<file path="src/rfpg_pkg.sv">
// Shared constants and types for the rectangle fill page-run generator.
// Has no dependencies; the geometry decoder and the top level import it.
package rfpg_pkg;

    // Display geometry: columns on each controller chip, 8-row pages per chip.
    localparam int COLS_PER_CHIP = 61;
    localparam int PAGES         = 4;

    // Most runs that one rectangle may produce.
    localparam int RUN_LIMIT = 8;
    localparam int RUN_W     = $clog2(RUN_LIMIT);

    // Page counter covers up to eight pages.
    localparam int PAGE_W = 3;

    // Operation codes of a rectangle command.
    localparam logic [1:0] OP_SET    = 2'd0;
    localparam logic [1:0] OP_CLEAR  = 2'd1;
    localparam logic [1:0] OP_INVERT = 2'd2;
    localparam logic [1:0] OP_NONE   = 2'd3;

    // Decoded rectangle, passed from the geometry decoder to the sequencer.
    typedef struct packed {
        logic              valid;
        logic              left_en;
        logic              right_en;
        logic [PAGE_W-1:0] top_page;
        logic [PAGE_W-1:0] bot_page;
        logic [7:0]        top_mask;
        logic [7:0]        bot_mask;
        logic [5:0]        left_start;
        logic [5:0]        left_count;
        logic [5:0]        right_start;
        logic [5:0]        right_count;
    } t_rect;

endpackage

</file>
<file path="src/rfpg_geom.sv">
// Geometry decoder: orders and clamps the corners of a registered command
// and derives pages, row masks and per-chip column runs. Uses rfpg_pkg.
module rfpg_geom
    import rfpg_pkg::*;
(
    input  logic [7:0] i_x_first,
    input  logic [7:0] i_y_first,
    input  logic [7:0] i_x_second,
    input  logic [7:0] i_y_second,
    input  logic [1:0] i_req_type,
    output t_rect      o_rect
);

    localparam logic [7:0] COLS     = 8'(COLS_PER_CHIP);
    localparam logic [7:0] LAST_COL = 8'(2 * COLS_PER_CHIP - 1);
    localparam logic [7:0] LAST_ROW = 8'(8 * PAGES - 1);

    logic [7:0] x_lo, x_hi, y_lo, y_hi, x_hi_c, y_hi_c;
    logic [7:0] left_end, right_beg;
    logic [7:0] left_cnt, right_off, right_cnt;

    always_comb begin
        x_lo   = (i_x_first < i_x_second) ? i_x_first  : i_x_second;
        x_hi   = (i_x_first < i_x_second) ? i_x_second : i_x_first;
        y_lo   = (i_y_first < i_y_second) ? i_y_first  : i_y_second;
        y_hi   = (i_y_first < i_y_second) ? i_y_second : i_y_first;
        x_hi_c = (x_hi > LAST_COL) ? LAST_COL : x_hi;
        y_hi_c = (y_hi > LAST_ROW) ? LAST_ROW : y_hi;

        // Left chip ends at the clamped edge or its own last column.
        left_end  = (x_hi_c < COLS) ? x_hi_c : COLS - 8'd1;
        // Right chip starts at the left edge or its own first column.
        right_beg = (x_lo > COLS) ? x_lo : COLS;
        left_cnt  = left_end - x_lo + 8'd1;
        right_off = right_beg - COLS;
        right_cnt = x_hi_c - right_beg + 8'd1;

        o_rect.valid       = (i_req_type != OP_NONE) && (x_lo <= x_hi_c) && (y_lo <= y_hi_c);
        o_rect.left_en     = (x_lo < COLS);
        o_rect.right_en    = (x_hi_c >= COLS);
        o_rect.top_page    = y_lo[5:3];
        o_rect.bot_page    = y_hi_c[5:3];
        o_rect.top_mask    = 8'hFF << y_lo[2:0];
        o_rect.bot_mask    = 8'hFF >> (3'd7 - y_hi_c[2:0]);
        o_rect.left_start  = x_lo[5:0];
        o_rect.left_count  = left_cnt[5:0];
        o_rect.right_start = right_off[5:0];
        o_rect.right_count = right_cnt[5:0];
    end

endmodule

</file>
<file path="src/rect_fill_page_run_generator.sv">
// Rectangle fill page-run generator, top level: command register, run
// sequencer and result register. Uses rfpg_pkg and rfpg_geom.
// Between taking a command and presenting its first run lie the command
// register and the result register. One run per cycle while the run channel
// does not stall; a command yields from one to eight runs, or none.
// Reset (synchronous, active low) empties the command and result registers.
module rect_fill_page_run_generator
    import rfpg_pkg::*;
(
    input  logic       i_clk,
    input  logic       i_rst_n,
    // Command channel
    input  logic       i_valid,
    output logic       o_stall,
    input  logic [7:0] i_x_first,
    input  logic [7:0] i_y_first,
    input  logic [7:0] i_x_second,
    input  logic [7:0] i_y_second,
    input  logic [1:0] i_req_type,
    // Run channel
    output logic       o_valid,
    input  logic       i_stall,
    output logic       o_chip_sel,
    output logic [1:0] o_page_index,
    output logic [5:0] o_start_column,
    output logic [5:0] o_column_count,
    output logic [7:0] o_bit_mask,
    output logic [1:0] o_op_code,
    output logic       o_last_run
);

    // Command register. It holds the raw transaction; decoding happens from
    // here so that the path into the result register stays short.
    logic [7:0]        r_x_first, r_y_first, r_x_second, r_y_second;
    logic [1:0]        r_req_type;
    logic              r_busy;

    // Sequencer position. On the first step of a command the position is
    // taken from the decoded rectangle rather than from these registers.
    logic              r_first;
    logic              r_chip;
    logic [PAGE_W-1:0] r_page;
    logic [RUN_W-1:0]  r_runs;

    // Result register.
    logic              r_out_valid;
    logic              r_chip_sel;
    logic [1:0]        r_page_index;
    logic [5:0]        r_start_column;
    logic [5:0]        r_column_count;
    logic [7:0]        r_bit_mask;
    logic [1:0]        r_op_code;
    logic              r_last_run;

    t_rect             rect;

    logic              out_free, step, final_step, in_accept;
    logic              first_chip, cur_chip;
    logic [PAGE_W-1:0] cur_page;
    logic              n_chip;
    logic [PAGE_W-1:0] n_page;
    logic [7:0]        cur_mask;

    rfpg_geom u_geom (
        .i_x_first  (r_x_first),
        .i_y_first  (r_y_first),
        .i_x_second (r_x_second),
        .i_y_second (r_y_second),
        .i_req_type (r_req_type),
        .o_rect     (rect)
    );

    always_comb begin
        // The result register can take a new run when empty or being drained.
        out_free   = !r_out_valid || !i_stall;
        step       = r_busy && out_free;

        // Each page visits the left chip first when it is touched.
        first_chip = !rect.left_en;
        cur_chip   = r_first ? first_chip    : r_chip;
        cur_page   = r_first ? rect.top_page : r_page;

        if (!cur_chip && rect.right_en) begin
            n_chip = 1'b1;
            n_page = cur_page;
        end else begin
            n_chip = first_chip;
            n_page = cur_page + PAGE_W'(1);
        end

        // A command with no runs is dropped at its first step. Otherwise the
        // command ends on the right-most run of the bottom page, or when the
        // run limit is reached.
        final_step = !rect.valid
                  || ((cur_page == rect.bot_page) && (cur_chip == rect.right_en))
                  || (r_runs == RUN_W'(RUN_LIMIT - 1));

        cur_mask = 8'hFF;
        if (cur_page == rect.top_page) begin
            cur_mask = cur_mask & rect.top_mask;
        end
        if (cur_page == rect.bot_page) begin
            cur_mask = cur_mask & rect.bot_mask;
        end

        // A new command is taken while the last run of the previous one
        // moves into the result register.
        o_stall   = r_busy && !(step && final_step);
        in_accept = i_valid && !o_stall;
    end

    always_ff @(posedge i_clk) begin
        if (!i_rst_n) begin
            r_busy      <= 1'b0;
            r_out_valid <= 1'b0;
            r_first     <= 1'b0;
        end else begin
            if (in_accept) begin
                r_x_first  <= i_x_first;
                r_y_first  <= i_y_first;
                r_x_second <= i_x_second;
                r_y_second <= i_y_second;
                r_req_type <= i_req_type;
                r_busy     <= 1'b1;
                r_first    <= 1'b1;
                r_runs     <= '0;
            end else if (step && final_step) begin
                r_busy <= 1'b0;
            end else if (step) begin
                r_first <= 1'b0;
                r_chip  <= n_chip;
                r_page  <= n_page;
                r_runs  <= r_runs + RUN_W'(1);
            end

            if (out_free) begin
                r_out_valid <= step && rect.valid;
            end
            if (step && rect.valid) begin
                r_chip_sel     <= cur_chip;
                r_page_index   <= cur_page[1:0];
                r_start_column <= cur_chip ? rect.right_start : rect.left_start;
                r_column_count <= cur_chip ? rect.right_count : rect.left_count;
                r_bit_mask     <= cur_mask;
                r_op_code      <= r_req_type;
                r_last_run     <= final_step;
            end
        end
    end

    assign o_valid        = r_out_valid;
    assign o_chip_sel     = r_chip_sel;
    assign o_page_index   = r_page_index;
    assign o_start_column = r_start_column;
    assign o_column_count = r_column_count;
    assign o_bit_mask     = r_bit_mask;
    assign o_op_code      = r_op_code;
    assign o_last_run     = r_last_run;

endmodule

</file>
<file path="config.mk">
export PLATFORM = sky130hd
export DESIGN_NAME = rect_fill_page_run_generator
export DESIGN_NICKNAME = d
export VERILOG_FILES = /design/src/rfpg_pkg.sv /design/src/rfpg_geom.sv /design/src/rect_fill_page_run_generator.sv
export SDC_FILE = /design/constraint.sdc
export NUM_CORES = 1
export LEC_CHECK = 0
export BUFFER_PORTS_ARGS = -buffer_cell sky130_fd_sc_hd__clkbuf_2
export CAP_MARGIN = 20
export CORE_AREA = 2 2 121 76
export CTS_CLUSTER_DIAMETER = 60
export DETAILED_ROUTE_END_ITERATION = 10
export DIE_AREA = 0 0 123 78
export GPL_TIMING_DRIVEN = 1
export HOLD_SLACK_MARGIN = 0.1
export PLACE_DENSITY_LB_ADDON = 0.1
export SLEW_MARGIN = 40
export SYNTH_ARGS = -nofsm -noshare
export SYNTH_HDL_FRONTEND = slang
export SYNTH_SLANG_ARGS = --single-unit
</file>
<file path="constraint.sdc">
create_clock -name i_clk -period 6.25 [get_ports i_clk]
set_input_delay 0.9375 -clock i_clk [delete_from_list [all_inputs] [get_ports i_clk]]
set_output_delay 0.9375 -clock i_clk [all_outputs]
set_load 0.02 [all_outputs]
</file>
==> results.yml, run 1 <==
logic_synthesis:
  synthCells: 468
  syn_avg_cell_area_um2: 10.4
  ys_warn_count: 0
  async_reset_ff_frac: 0
  netlist_area_mm2: 0.00486
  synth-main-ff-cell: "edfxtp_1"
  synth.distinct_cells: 64
  synth_edf_count: 67
  seq_area_frac_synth: 0.426
  synth_seq_cells: 70
clock_network:
  clkTransAtPathRegs_ns: 0.06
  cts_root_buffer: "clkbuf_16"
  insertion_delay_ns: 0.33
  hold_buffers: 0
  clockBufferDepth: 2
  cts_buffers: 9
  postCtsSetupBuffers: 0
  cts_sinks: 70
  cts_resized: 0
  htreeDepth: 3
  tritoncts: "built"
finish:
  layout-drive-gt1-share: 0.215
  mostFrequentLayoutCells: "67 x edfxtp_1, 65 x clkbuf_2, 53 x ha_1"
  layout_commonest_cell: "edfxtp_1"
  diodes: 0
  layout.nets: 638
  areaGrowthSynthToFinish_pct: 17.7
sta:
  timing.final.crit_share: 0.944
  rsz0062_at_grt: "no"
  layout_setup_ws_ns: 0.349
  fin_crit_ns: 5.90
  setup_viol: 0
  finalSetupTns_ns: 0
  hold_viol: 0
  whs_ns: 0.460
  worst_pin_slew_ns: 0.739
  fmax_mhz: 169
  finalClockSkew_ns: 0.0112
  finalMaxSlewViolations: 0
  relSlewSlack: 0.495
critical_path:
  arrival_ns: 4.96
  start_kind: "flip-flop"
  ff2ff_path_depth: 17
  startpoint: "r_y_first[3]"
  worstSetupPathType: "flip-flop to output port"
  timing.rr.start: "r_y_first[3]"
  critical_path_required_ns: 5.31
  crit_fanout: 15
  r2r_slack_ns: 1.38
  reg2reg_to: "r_y_second[2]"
  end_kind: "output port"
floorplanning:
  std_cell_rows: 26
  start_util: 0.579
  dieWidth_um: 123
  die_y_um: 78
  dieArea_mm2: 0.00959
  core_mm2: 0.00839
  ioPinCount: 66
job:
  maxCapViolCount: 0
power_and_ir_drop:
  p_seq_frac: 0.379
  p_sw_mw: 0.442
  power_density_mw_per_mm2: 266
  intPower_mw: 1.08
  peakVddDrop_v: 0.000177
  clkPwrFrac: 0.366
  swShare: 0.290
  p_comb_frac: 0.255
  p_leak_nw: 2.51
worst_hold_path:
  min_path_type: "flip-flop to flip-flop"
  hp-start: "r_req_type[1]"
  hold_end: "o_op_code[1]"
  min_path_cells: 0
drt:
  wl_per_cell_um: 16.5
  ant_nets: 0
  viasPerCell: 5.80
  drtIter0Drc: 319
  vias: 3837
  drt-total-wl_um: 10900
  remaining_drc_errors: 0
  drt-pass1-iter-count: 5
global_routing:
  grt_pass1_vias: 3576
  antenna_found_initial: 0
  grt-ovfl-total: 0
  grt_start_max_net_pins: 27
  grtUsageTotal: 0.243
  grt_pass1_wl_um: 17800
placement:
  pre_cts_ws_ns: 0.735
  place.gp.congestion: 0.970
  portBuffers: 65
  hpwl_um: 8580
outcome:
  status: "completed"
[critical path, stage by stage (launching register included)]
cell,delay (ns)
edfxtp_1,0.48
ha_1,0.29
a211oi_1,0.28
o21ai_2,0.13
a41oi_4,0.53
buf_8,0.23
mux2i_1,0.38
nand2_1,0.16
inv_1,0.09
ha_1,0.24
nor2b_1,0.14
o21ai_0,0.16
a21oi_1,0.09
o21ai_0,0.41
nand3_1,0.23
o21ai_0,0.40
and3_1,0.23
clkbuf_2,0.17
[area by class of cell]
class	instances	area [um^2]
Clock buffer	11	243
Clock inverter	5	83.8
Fill cell	667	2670
Inverter	46	173
Multi-Input combinational cell	345	2620
Sequential cell	70	2070
Tap cell	112	140
Timing Repair Buffer	73	393
[Yosys cell counts (all sizes together), types with 5 or more instances]
cell type | count | area (um^2)
buf | 7 | 31.3
ha | 53 | 663
a21o | 5 | 37.5
mux2 | 13 | 150
xor2 | 7 | 61.3
xnor2 | 9 | 78.8
inv | 46 | 173
nor2 | 41 | 154
nand3 | 12 | 60.1
edfxtp | 67 | 2010
nand2 | 39 | 146
nand2b | 7 | 43.8
mux2i | 24 | 256
a21oi | 29 | 149
nand4 | 6 | 37.5
nor3 | 5 | 25.0
o21ai | 22 | 114
[layer usage]
layer | wire [um] | up-vias | GRT usage
li1 | - | 1876 | -
met2 | 4250 | 151 | 0.328
met4 | 122 | 0 | 0.0602
met1 | 5710 | 1793 | 0.379
met5 | 0 | - | 0
met3 | 854 | 17 | 0.0684
[power groups by stage]
stage | Combinational, mW | Sequential [mW] | Clock, mW
after floorplan | 0.279 | 0.584 | 0
after CTS | 0.381 | 0.576 | 0.565
final | 0.388 | 0.577 | 0.557
after global placement | 0.365 | 0.585 | 0
after detailed placement | 0.378 | 0.585 | 0
after global routing | 0.435 | 0.579 | 0.588
[flip-flops by register name, indices dropped and copies added (netlist names), 2 cells and up]
register / count
r_x_first: 8
r_y_second: 8
r_req_type: 2
r_y_first: 8
r_runs: 3
o_start_column: 6
o_op_code: 2
o_column_count: 6
o_page_index: 2
o_bit_mask: 8
r_page: 3
r_x_second: 8
[cells by family (layout without fill, tap and decap cells)]
| kind of cell | Yosys count | after routing | synth area share |
|---|---|---|---|
| adder cells (fa/ha/maj) | 55 | 55 | 0.145 |
| AO/OA/AOI/OAI | 101 | 101 | 0.144 |
| flip-flops | 70 | 70 | 0.426 |
| XOR/XNOR | 16 | 16 | 0.0288 |
| AND/OR/NAND/NOR | 132 | 132 | 0.127 |
| multiplexers | 37 | 37 | 0.0837 |
| buffers and inverters | 56 | 135 | 0.0443 |
| other | 1 | 4 | 0.000772 |
[metrics by stage]
stage           util  cell area (um^2)  cells  total power [mW]
6_report       0.682              5720    662              1.52
5_1_grt        0.682              5720    662              1.60
4_1_cts        0.678              5690    660              1.52
3_5_place_dp   0.639              5370    644             0.964
3_3_place_gp   0.639              5370    644             0.950
2_1_floorplan      -              4870    471             0.863
[how the worst max path moves through the flow]
stage	endpoint	slack [ns]	depth (start not counted)
after floorplan	r_req_type[0]	1.11	16
after global placement	o_stall	0.82	16
after detailed placement	o_stall	0.74	16
after CTS	o_stall	0.35	16
after global routing	o_stall	0.12	17
final	o_stall	0.35	17
(Power assumes the default switching activity.)
==> run 2: changes to the inputs <==
--- a/config.mk
+++ b/config.mk
@@ -7,14 +7,15 @@
 export LEC_CHECK = 0
 export BUFFER_PORTS_ARGS = -buffer_cell sky130_fd_sc_hd__clkbuf_2
 export CAP_MARGIN = 20
-export CORE_AREA = 2 2 121 76
+export CORE_AREA = 8 8 128 83
 export CTS_CLUSTER_DIAMETER = 60
 export DETAILED_ROUTE_END_ITERATION = 10
-export DIE_AREA = 0 0 123 78
+export DIE_AREA = 0 0 136 91
 export GPL_TIMING_DRIVEN = 1
 export HOLD_SLACK_MARGIN = 0.1
 export PLACE_DENSITY_LB_ADDON = 0.1
 export SLEW_MARGIN = 40
 export SYNTH_ARGS = -nofsm -noshare
 export SYNTH_HDL_FRONTEND = slang
+export SYNTH_HIERARCHICAL = 1
 export SYNTH_SLANG_ARGS = --single-unit
==> run 2 against run 1 <==
Net effect: cell area rose by 1.5%; die area rose by 29%; area after synthesis rose by 2.7%; sequential share of layout area shrank 0.56 points; hold slack improved by 0.099 ns; cell count fell by 2.7%; largest cell class unchanged.
==> results.yml, run 2 <==
outcome:
  status: "completed"
clock_network:
  cts_sinks: 70
  clockBufferDepth: 2
  tritoncts: "built"
  insertion_delay_ns: 0.34
  cts_root_buffer: "clkbuf_16"
  postCtsSetupBuffers: 0
  cts_buffers: 9
  clkTransAtPathRegs_ns: 0.06
  cts_resized: 0
  htreeDepth: 3
  hold_buffers: 0
logic_synthesis:
  ys_warn_count: 6
  yosys.area.top_type_share: 0.403
  synthCells: 454
  synthTopCellsByCount: "67 x edfxtp_1, 53 x ha_1, 40 x inv_1"
  syn_avg_cell_area_um2: 11.0
  yosys-top-cells-area: "edfxtp_1 40%, ha_1 13%, mux2_2 7.9%, mux2i_1 4.2%, inv_1 3.0%"
  async_reset_ff_frac: 0
  seq_area_frac_synth: 0.415
  synth-main-ff-cell: "edfxtp_1"
  synth_edf_count: 67
  synth.distinct_cells: 57
  yosys.cell_count.top_type: "edfxtp_1"
  synth_top_area_cell: "edfxtp_1"
  netlist_area_mm2: 0.00499
  synth_seq_cells: 70
sta:
  finalMaxSlewViolations: 0
  finalClockSkew_ns: 0.00643
  fmax_mhz: 168
  worst_pin_slew_ns: 0.797
  timing.final.crit_share: 0.953
  rsz0062_at_grt: "no"
  fin_crit_ns: 5.95
  setup_viol: 0
  layout_setup_ws_ns: 0.297
  whs_ns: 0.559
  relSlewSlack: 0.466
  hold_viol: 0
  finalSetupTns_ns: 0
critical_path:
  worstSetupPathType: "flip-flop to output port"
  crit_path_cell_trace: "inv_1 -> ha_1 -> a211oi_1 -> o21ai_1 -> a211oi_4 -> buf_4 -> and3b_1 -> a31oi_1 -> ha_1 -> nor2b_1 -> o21a_1 -> o21a_1 -> o21ai_0 -> a21oi_1 -> nor2_1 -> nor2b_1 -> nand2_1 -> a41o_2 -> nand2_1 -> clkbuf_2"
  critPathMaxStageDelay_ns: 0.48
  end_kind: "output port"
  startpoint: "r_x_second[2]"
  timing.rr.start: "r_x_second[2]"
  start_kind: "flip-flop"
  critical_path_required_ns: 5.31
  arrival_ns: 5.02
  crit_fanout: 33
  critPathSlowestCell: "edfxtp_1"
finish:
  layoutNonFillerInstCount: 644
  n_fill_cell: 705
  final_util: 0.661
  mostFrequentLayoutCells: "67 x edfxtp_1, 65 x clkbuf_2, 53 x ha_1"
  diodes: 0
  areaGrowthSynthToFinish_pct: 16.4
  layout.nets: 616
  stdcell_area_mm2: 0.00581
  layout-drive-gt1-share: 0.250
  layout_commonest_cell: "edfxtp_1"
global_routing:
  busiest_layer: "met1"
  grt-ovfl-total: 0
  grt_start_max_net_pins: 34
  antenna_found_initial: 0
  grt_pass1_vias: 3510
  met2_usage: 0.239
  met3_usage: 0.0479
  grt_pass1_wl_um: 18100
  use_met1: 0.290
  grtUsageTotal: 0.186
worst_hold_path:
  hp-start: "r_req_type[1]"
  min_path_type: "flip-flop to flip-flop"
floorplanning:
  die_y_um: 91
  core_mm2: 0.00878
  std_cell_rows: 27
  dieArea_mm2: 0.0124
  start_util: 0.568
  ioPinCount: 66
  dieWidth_um: 136
drt:
  drt-total-wl_um: 11300
  wl_per_cell_um: 17.5
  viasPerCell: 5.63
  drt-pass1-iter-count: 5
  remaining_drc_errors: 0
  drtIter0Drc: 253
  ant_nets: 0
  vias: 3623
placement:
  placed_area_mm2: 0.00544
  portBuffers: 65
  hpwl_um: 8740
  pre_cts_ws_ns: 0.685
  place.gp.congestion: 0.837
  dp.cells: 628
power_and_ir_drop:
  peakVddDrop_v: 0.000187
  p_leak_nw: 2.50
  power_density_mw_per_mm2: 289
  power_mw: 1.68
job:
  maxCapViolCount: 0
## run 2: cell types whose count changed after synthesis, sizes merged, moves of 4 or more
cell,delta
a21oi,-13
a32oi,-4
buf,+4
clkbuf,+4
inv,-6
mux2,+22
nand2,-19
nand2b,-5
nor2,-4
nor2b,+10
o21ai,-6
o22a,+8
or2,-4
## run 2: final timing paths
check | end | slack [ns] | cells after the start
setup reg to reg | r_x_first[1] | 0.87 | 20
hold / removal | o_op_code[1] | 0.56 | 0
hold reg to reg | o_op_code[1] | 0.56 | 0
setup / recovery | o_stall | 0.30 | 20
## run 2: area by class of cell
class,count,area [um^2],share of cell area
multi-input combinational,331,2700,0.465
sequential,70,2070,0.357
timing repair buffer,71,378,0.0651
clock buffer,9,225,0.0388
inverter,40,150,0.0259
tap,116,145,0.0250
clock inverter,7,136,0.0235
## run 2: critical path: cells and delay by family, from the launching register on
kind                     cells  cell delay (ns)
AO/OA/AOI/OAI                9             1.91
AND/OR/NAND/NOR              6             0.99
adder cells (fa/ha/maj)      2             0.63
flip-flops                   1             0.48
buffers and inverters        3             0.64
## run 2: cell families after synthesis
group	count (synthesis)	synth area share
fa+ha+maj	55	0.141
compound gates	77	0.107
mux	59	0.131
buf+inv	58	0.0509
simple gates	113	0.113
flops	70	0.415
xor+xnor	20	0.0396
other cells	2	0.00151
## run 2: power breakdown
part | switching, mW | total [mW] | internal [mW]
clock network | 0.196 | 0.624 | 0.428
registers | 0.0291 | 0.596 | 0.567
logic | 0.247 | 0.457 | 0.209
total | 0.472 | 1.68 | 1.20
## run 2: per-layer routing
layer,share of wire,up-vias
met4,0.012,0
met2,0.38,134
met5,0,-
met3,0.084,9
li1,-,1794
met1,0.52,1686
==> run 3: changes to the inputs <==
--- a/config.mk
+++ b/config.mk
@@ -7,10 +7,13 @@
 export LEC_CHECK = 0
 export BUFFER_PORTS_ARGS = -buffer_cell sky130_fd_sc_hd__clkbuf_2
 export CAP_MARGIN = 20
-export CORE_AREA = 8 8 128 83
+export CELL_PAD_IN_SITES_DETAIL_PLACEMENT = 2
+export CELL_PAD_IN_SITES_GLOBAL_PLACEMENT = 2
+export CORE_AREA = 8 8 157 100
 export CTS_CLUSTER_DIAMETER = 60
+export CTS_CLUSTER_SIZE = 12
 export DETAILED_ROUTE_END_ITERATION = 10
-export DIE_AREA = 0 0 136 91
+export DIE_AREA = 0 0 165 108
 export GPL_TIMING_DRIVEN = 1
 export HOLD_SLACK_MARGIN = 0.1
 export PLACE_DENSITY_LB_ADDON = 0.1
==> run 3 against run 2 <==
Net effect: worst setup slack improved by 0.10 ns; sequential power barely moved; cell area rose by 1.0%.
==> results.yml, run 3 (synthesis gave the netlist of run 2 again) <==
sta:
  relSlewSlack: 0.475
  worst_pin_slew_ns: 0.784
  fin_crit_ns: 5.85
  fmax_mhz: 171
  finalClockSkew_ns: 0.00623
  finalMaxSlewViolations: 0
  hold_viol: 0
  timing.final.crit_share: 0.936
  rsz0062_at_grt: "no"
  layout_setup_ws_ns: 0.399
  setup_viol: 0
  finalSetupTns_ns: 0
drt:
  drt-pass1-iter-count: 4
  ant_nets: 0
  remaining_drc_errors: 0
  drt-total-wl_um: 15200
  drtIter0Drc: 209
  vias: 3746
  viasPerCell: 5.32
  wl_per_cell_um: 21.5
power_and_ir_drop:
  p_leak_nw: 2.50
  power_density_mw_per_mm2: 287
  power_mw: 1.69
  peakVddDrop_v: 0.000123
placement:
  pre_cts_ws_ns: 0.802
  placed_area_mm2: 0.00553
  hpwl_um: 11900
  portBuffers: 65
  place.gp.congestion: 0.857
critical_path:
  arrival_ns: 4.91
  crit_family: "compound AO/OA/AOI/OAI gates"
  worstSetupPathType: "flip-flop to output port"
  end_kind: "output port"
  start_kind: "flip-flop"
  critPathMaxStageDelay_ns: 0.48
  crit_path_cell_trace: "inv_1 -> ha_1 -> a211oi_1 -> o21ai_1 -> a211oi_4 -> buf_4 -> mux2i_1 -> inv_1 -> ha_1 -> a21o_1 -> a221o_1 -> mux2i_1 -> a21oi_1 -> nor2_1 -> nor2b_1 -> nand2_1 -> a41o_2 -> nand2_1 -> clkbuf_2"
  crit_fanout: 15
  critical_path_required_ns: 5.31
  critPathSlowestCell: "edfxtp_1"
  path_buf_inv: 4
clock_network:
  cts_root_buffer: "clkbuf_16"
  hold_buffers: 0
  insertion_delay_ns: 0.34
  clkTransAtPathRegs_ns: 0.06
  postCtsSetupBuffers: 0
  cts_resized: 0
  cts_sinks: 70
  cts_buffers: 9
  clockBufferDepth: 2
  htreeDepth: 3
  tritoncts: "built"
global_routing:
  grt_pass1_wl_um: 24300
  grt-ovfl-total: 0
  grt_pass1_vias: 4184
  antenna_found_initial: 0
  grt_start_max_net_pins: 24
  grtUsageTotal: 0.178
finish:
  stdcell_area_mm2: 0.00587
  layout_commonest_cell: "edfxtp_1"
  diodes: 0
  layout-drive-gt1-share: 0.257
  mostFrequentLayoutCells: "67 x edfxtp_1, 65 x clkbuf_2, 53 x ha_1"
  multiInputGateArea_mm2: 0.00270
  areaGrowthSynthToFinish_pct: 17.6
  seqCellArea_mm2: 0.00207
  n_fill_cell: 1390
  final_util: 0.440
  layout.nets: 618
floorplanning:
  die_y_um: 108
  dieWidth_um: 165
  ioPinCount: 66
  dieArea_mm2: 0.0178
  std_cell_rows: 33
  start_util: 0.374
  core_mm2: 0.0133
job:
  maxCapViolCount: 0
outcome:
  status: "completed"
worst_hold_path:
  min_path_type: "flip-flop to flip-flop"
==> run 3: cell count changes in the layout (fill, tap and decap cells not counted), sizes merged <==
cell      change
buf           +2
bufinv        -1
clkinv        -1
clkinvlp      +1
==> run 3: worst paths after layout <==
kind                                endpoint     startpoint  slack, ns  depth (start not counted)
worst min-delay path            o_op_code[1]  r_req_type[1]       0.53                          0
worst max register to register  r_x_first[0]  r_x_second[2]       0.96                         19
worst max-delay path                 o_stall  r_x_second[2]       0.40                         19
worst min register to register  o_op_code[1]  r_req_type[1]       0.53                          0
==> run 3: stage by stage <==
stage,std cells,hold slack (ns)
2_1_floorplan,459,0.451
3_3_place_gp,689,0.511
3_5_place_dp,689,0.515
4_1_cts,704,0.529
5_1_grt,704,0.542
6_report,704,0.529
==> run 3: layer usage <==
layer | track usage | up-vias | wire, um
met3 | 0.0387 | 7 | 803
met1 | 0.272 | 1859 | 8190
li1 | - | 1797 | -
met2 | 0.251 | 83 | 6100
met4 | 0.0365 | 0 | 73
met5 | 0 | - | 0
==> run 3: power breakdown <==
group	internal [mW]	switching (mW)
clock	0.388	0.213
sequential	0.567	0.0314
combinational	0.213	0.275
==> run 3: layout make-up <==
cell class              instances  area share
repair buffers                 73      0.0657
clock buffers                   9      0.0384
clock inverters                 6      0.0190
multi-input cells             331       0.461
well taps                     175      0.0373
flip-flops and latches         70       0.353
inverters                      40      0.0256
